### config.mk
export PLATFORM = sky130hd
export DESIGN_NAME = tsss_cordic
export DESIGN_NICKNAME = d
export VERILOG_FILES = /design/src/rtl/tsss_pkg.sv /design/src/rtl/tsss_cordic.sv
export SDC_FILE = /design/constraint.sdc
export NUM_CORES = 2
export LEC_CHECK = 0
export BUFFER_PORTS_ARGS = -buffer_cell sky130_fd_sc_hd__buf_2
export CORE_MARGIN = 2
export CORE_UTILIZATION = 55
export DETAILED_ROUTE_END_ITERATION = 8
export PLACE_DENSITY = 0.75
export SYNTH_ARGS = -nofsm -noshare
export SYNTH_HDL_FRONTEND = slang
export SYNTH_SLANG_ARGS = --single-unit
export TNS_END_PERCENT = 100
### constraint.sdc
create_clock -name clk -period 5.3 [get_ports clk]
set_input_delay 0 -clock clk [delete_from_list [all_inputs] [get_ports clk]]
set_output_delay 0 -clock clk [all_outputs]
set_load 0.01 [all_outputs]
### src/rtl/tsss_pkg.sv
`default_nettype none
// ----------------------------------------------------------------------------
// tsss_pkg
// Shared types, constants and helper functions of the terminal stop speed
// servo.
// ----------------------------------------------------------------------------
package tsss_pkg;

	localparam int CordicSteps = 15;
	localparam logic signed [17:0] CordicX0 = 18'sd19898;
	localparam logic signed [11:0] AccMax = 12'sd1024;
	localparam logic signed [11:0] DecMax = 12'sd1536;

	localparam logic [2:0] KIND_NONE = 3'd0;
	localparam logic [2:0] KIND_STAND = 3'd1;
	localparam logic [2:0] KIND_HEADING = 3'd2;
	localparam logic [2:0] KIND_LATERAL = 3'd3;
	localparam logic [2:0] KIND_POSE = 3'd4;

	localparam logic REG_STOP_TOL = 1'b0;
	localparam logic REG_MAX_SPEED = 1'b1;

	typedef enum logic [1:0] {
		MODE_NONE,
		MODE_STAND,
		MODE_HOLD,
		MODE_SERVO
	} mode_t;

	// Per-item control and payload carried alongside the CORDIC pipeline.
	typedef struct packed {
		mode_t              mode;
		logic               active;
		logic               servo;
		logic               popt;
		logic               neg;
		logic signed [16:0] spd;
		logic signed [16:0] hold;
		logic signed [32:0] dx;
		logic signed [32:0] dy;
	} side_t;

	function automatic logic signed [16:0] cordic_atan(input int i);
		case (i)
			0:       cordic_atan = 17'sd8192;
			1:       cordic_atan = 17'sd4836;
			2:       cordic_atan = 17'sd2555;
			3:       cordic_atan = 17'sd1297;
			4:       cordic_atan = 17'sd651;
			5:       cordic_atan = 17'sd326;
			6:       cordic_atan = 17'sd163;
			7:       cordic_atan = 17'sd81;
			8:       cordic_atan = 17'sd41;
			9:       cordic_atan = 17'sd20;
			10:      cordic_atan = 17'sd10;
			11:      cordic_atan = 17'sd5;
			12:      cordic_atan = 17'sd3;
			default: cordic_atan = 17'sd1;
		endcase
	endfunction

	// Floor of n / 5 for n below 2^22, by a reciprocal multiply.
	function automatic logic [19:0] div5(input logic [21:0] n);
		logic [41:0] p;
		p = 42'(n) * 42'd838861;
		div5 = p[41:22];
	endfunction

endpackage
`default_nettype wire

### src/rtl/tsss_cordic.sv
`default_nettype none
// ----------------------------------------------------------------------------
// tsss_cordic
// Fully pipelined CORDIC rotator, one rotation step per register stage,
// giving cosine and sine of the folded heading in Q15.
// ----------------------------------------------------------------------------
module tsss_cordic
	import tsss_pkg::*;
(
	input  wire logic               clk,
	input  wire logic               en,
	input  wire logic signed [16:0] z_in,
	output logic signed [17:0]      cos_out,
	output logic signed [17:0]      sin_out
);

	logic signed [17:0] x_sn [CordicSteps+1];
	logic signed [17:0] y_sn [CordicSteps+1];
	logic signed [16:0] z_sn [CordicSteps+1];

	assign x_sn[0] = CordicX0;
	assign y_sn[0] = '0;
	assign z_sn[0] = z_in;

	for (genvar i = 0; i < CordicSteps; i++) begin : g_step
		always_ff @(posedge clk) begin
			if (en) begin
				if (z_sn[i] >= 0) begin
					x_sn[i+1] <= x_sn[i] - (y_sn[i] >>> i);
					y_sn[i+1] <= y_sn[i] + (x_sn[i] >>> i);
					z_sn[i+1] <= z_sn[i] - cordic_atan(i);
				end else begin
					x_sn[i+1] <= x_sn[i] + (y_sn[i] >>> i);
					y_sn[i+1] <= y_sn[i] - (x_sn[i] >>> i);
					z_sn[i+1] <= z_sn[i] + cordic_atan(i);
				end
			end
		end
	end

	assign cos_out = x_sn[CordicSteps];
	assign sin_out = y_sn[CordicSteps];

endmodule
`default_nettype wire

==> impl_metrics.json <==
{
  "portBuffers": 54,
  "setup_viol": 0,
  "initial_utilization_pct": 55.64,
  "dieArea_sq_um": 104000,
  "rsz0062_at_grt": "no",
  "worstSetupStartpoint": "y_sn[100]$_DFFE_PP_",
  "hold_viol": 0,
  "fin_nets": 6340,
  "drv_slew": 0,
  "first_iter_violations": 2478,
  "synth_ff_type": "edfxtp_1",
  "end_kind": "flop",
  "worstSetupPathType": "flop to flop",
  "tritoncts": "yes",
  "detail_route.wirelength_microns": 118700,
  "die_w_microns": 322.5,
  "ys_types": 89,
  "fp-row-count": 116,
  "relSlewSlack_pct": 44.02,
  "drive_gt1_share_pct": 4.852,
  "dr.max_layer_used": "met4",
  "cp-start-kind": "flop",
  "clockBufferDepth": 3,
  "ioPinCount": 55,
  "path_cells": "or3_1, or3b_2, ha_1, nand2_1, o21ai_0, ha_1, a21o_1, a21oi_1, nor2b_1, or3_1, o22a_1, a41oi_2, or4b_1, o211ai_1",
  "clkTransAtPathRegs_ns": 0.06,
  "cp_num_buf_inv": 0,
  "wl_met1_microns": 48130,
  "met2_length_microns": 61140,
  "finalCritPeriodShare_pct": 81.42,
  "synth_area_sq_um": 55800,
  "synth_warnings": 0,
  "tightest_slew_ns": 0.8397,
  "antennaDiodeCount": 0,
  "fill_cells": 8113,
  "critPathSlowestCell": "or3b_2",
  "cp_max_fo": 5,
  "route.detailed.drc": 0,
  "syn-num-nets": 6253,
  "dpl.hpwl_microns": 91110,
  "vias": 40590,
  "synth-edff-count": 718,
  "placed_cell_area_sq_um": 57520,
  "reg2reg_from": "y_sn[100]$_DFFE_PP_",
  "insertion_delay_ns": 0.67,
  "antenna_found_initial": 0,
  "track_usage_pct": 22.72,
  "htree_levels": 3,
  "dr_wl_met3_microns": 4234,
  "ant_nets": 0,
  "fmax_mhz": 231.7,
  "dr.pass1.iters": 8,
  "required_ns": 5.79,
  "ctsRootBufferMaster": "clkbuf_16",
  "cpPeakStageDelay_ns": 0.54,
  "viasPerCell": 5.795,
  "hold_path_class": "input port to flop",
  "maxCapViolations": 0,
  "syn_inst": 5492,
  "wire_per_inst_microns": 16.95,
  "fin_setup_tns_ns": 0,
  "min_from": "z_in[12]",
  "cts.sinks": 718,
  "skew_ns": 0.02238,
  "crit_family": "simple AND/OR/NAND/NOR gates",
  "period_needed_ns": 4.315,
  "status": "finished clean",
  "grt_pass1_vias": 39890,
  "grt_pass1_wl_microns": 192900,
  "overflow": 0,
  "die_h_microns": 322.5,
  "cts.repair.resized": 0,
  "avgSynthCellArea_sq_um": 10.16,
  "core_area_sq_um": 100300,
  "cts_buffers": 82,
  "area_growth_pct": 8.532,
  "critPathArrivalTime_ns": 4.81,
  "fin_area_sq_um": 60560,
  "finalWeightedCongestion": 0.9061,
  "synth-seq-area-share_pct": 38.64,
  "ys_ff_latch": 718,
  "async_reset_ff_share_pct": 0,
  "grt_max_degree": 164
}
==> synth_stat cells (7+ instances only) <==
library cell	instances	area share, %
or3_1	67	0.75
ha_1	700	16
nand2b_1	99	1.1
nand3b_1	7	0.094
o21bai_1	73	0.98
nor4_1	31	0.35
xor2_1	234	3.7
a21boi_0	44	0.59
o21ai_0	322	2.9
nand3_1	55	0.49
nand2_1	292	2.0
and4_1	9	0.14
a21oi_1	464	4.2
o21a_1	85	1.1
nor2b_1	95	1.1
and3_1	31	0.35
a21o_1	220	3.0
nor2_1	397	2.7
clkbuf_1	54	0.36
a31o_2	11	0.17
o31a_1	23	0.36
o211ai_1	24	0.32
nand4_1	44	0.49
a31oi_1	51	0.57
o41ai_1	19	0.30
a221oi_1	8	0.13
a211oi_1	16	0.22
o22a_1	7	0.11
a2111oi_0	10	0.16
or2_2	13	0.15
buf_4	37	0.50
inv_1	356	2.4
nor3_1	94	0.84
a211o_1	14	0.22
xnor2_1	485	7.6
or4_1	22	0.30
o221ai_1	9	0.14
fa_1	42	1.5
o31ai_1	64	0.86
a221o_1	10	0.18
edfxtp_1	718	39
mux2i_1	11	0.20
==> logic make-up (layout without fill, tap and decap cells) <==
kind of cell | Yosys count | count (layout) | synth area share, %
other | 1 | 1 | 0.006721
AO/OA/AOI/OAI | 1548 | 1548 | 17.83
adder cells (fa/ha/maj) | 742 | 742 | 17.20
flip-flops | 718 | 718 | 38.64
buffers and inverters | 455 | 610 | 3.310
multiplexers | 16 | 16 | 0.2982
XOR/XNOR | 721 | 721 | 11.34
AND/OR/NAND/NOR | 1291 | 1291 | 11.37
==> layout by cell type (no fill, tap or decap), types with 94 or more instances in the layout <==
cell type | netlist | final
nor2b_1 | 95 | 95
nor2_1 | 397 | 397
edfxtp_1 | 718 | 718
xor2_1 | 234 | 234
xnor2_1 | 485 | 485
ha_1 | 700 | 700
a21oi_1 | 464 | 464
nor3_1 | 94 | 94
inv_1 | 356 | 356
o21ai_0 | 322 | 322
a21o_1 | 220 | 220
nand2_1 | 292 | 292
nand2b_1 | 99 | 99
==> worst paths after layout <==
path                               to  slack [ns]  depth (start not counted)
hold / removal    z_sn[250]$_DFFE_PP_        0.06                          2
hold reg to reg    z_sn[85]$_DFFE_PP_        0.43                          0
setup reg to reg   x_sn[87]$_DFFE_PP_        0.98                         14
setup / recovery   x_sn[87]$_DFFE_PP_        0.98                         14
==> sequential cells by signal, indices dropped and copies added, names as in the netlist <==
name and flops:
cos_out 18, sin_out 18, x_sn 225, y_sn 235, z_sn 222
==> routing by layer <==
metal,vias to the layer above,track usage (%)
met5,-,0
met4,0,9.969
met3,280,2.731
met2,821,42.62
met1,19100,25.75
li1,20390,-
==> what timing repair did <==
item	4_1_cts	5_1_grt
setup buffers	0	0
hold buffers	19	0
hold endpoints to repair	100	0
==> metrics by stage <==
stage | cells | setup slack (ns) | utilization (%) | hold WS (ns)
floorplan | 5492 | 1.399 | - | 0.09887
global placement | 6833 | 1.015 | 57.36 | 0.1772
detailed placement | 6833 | 1.017 | 57.36 | 0.1783
CTS | 7004 | 0.9850 | 60.38 | 0.007111
global route | 7004 | 0.7663 | 60.38 | 0.04456
finish | 7004 | 0.9846 | 60.38 | 0.05592
==> cell type report <==
class	instances	area [sq um]	area share [%]
clock buffer	94	2140	3.533
timing repair buffer	99	715.7	1.182
clock inverter	58	706.9	1.167
tap	1357	1698	2.804
multi-input combinational	4319	32390	53.49
sequential	718	21560	35.60
inverter	359	1348	2.225
Power is left out: the tool's default activity adds up to more than one toggle a clock period on the data nets, which glitch-free logic cannot reach.
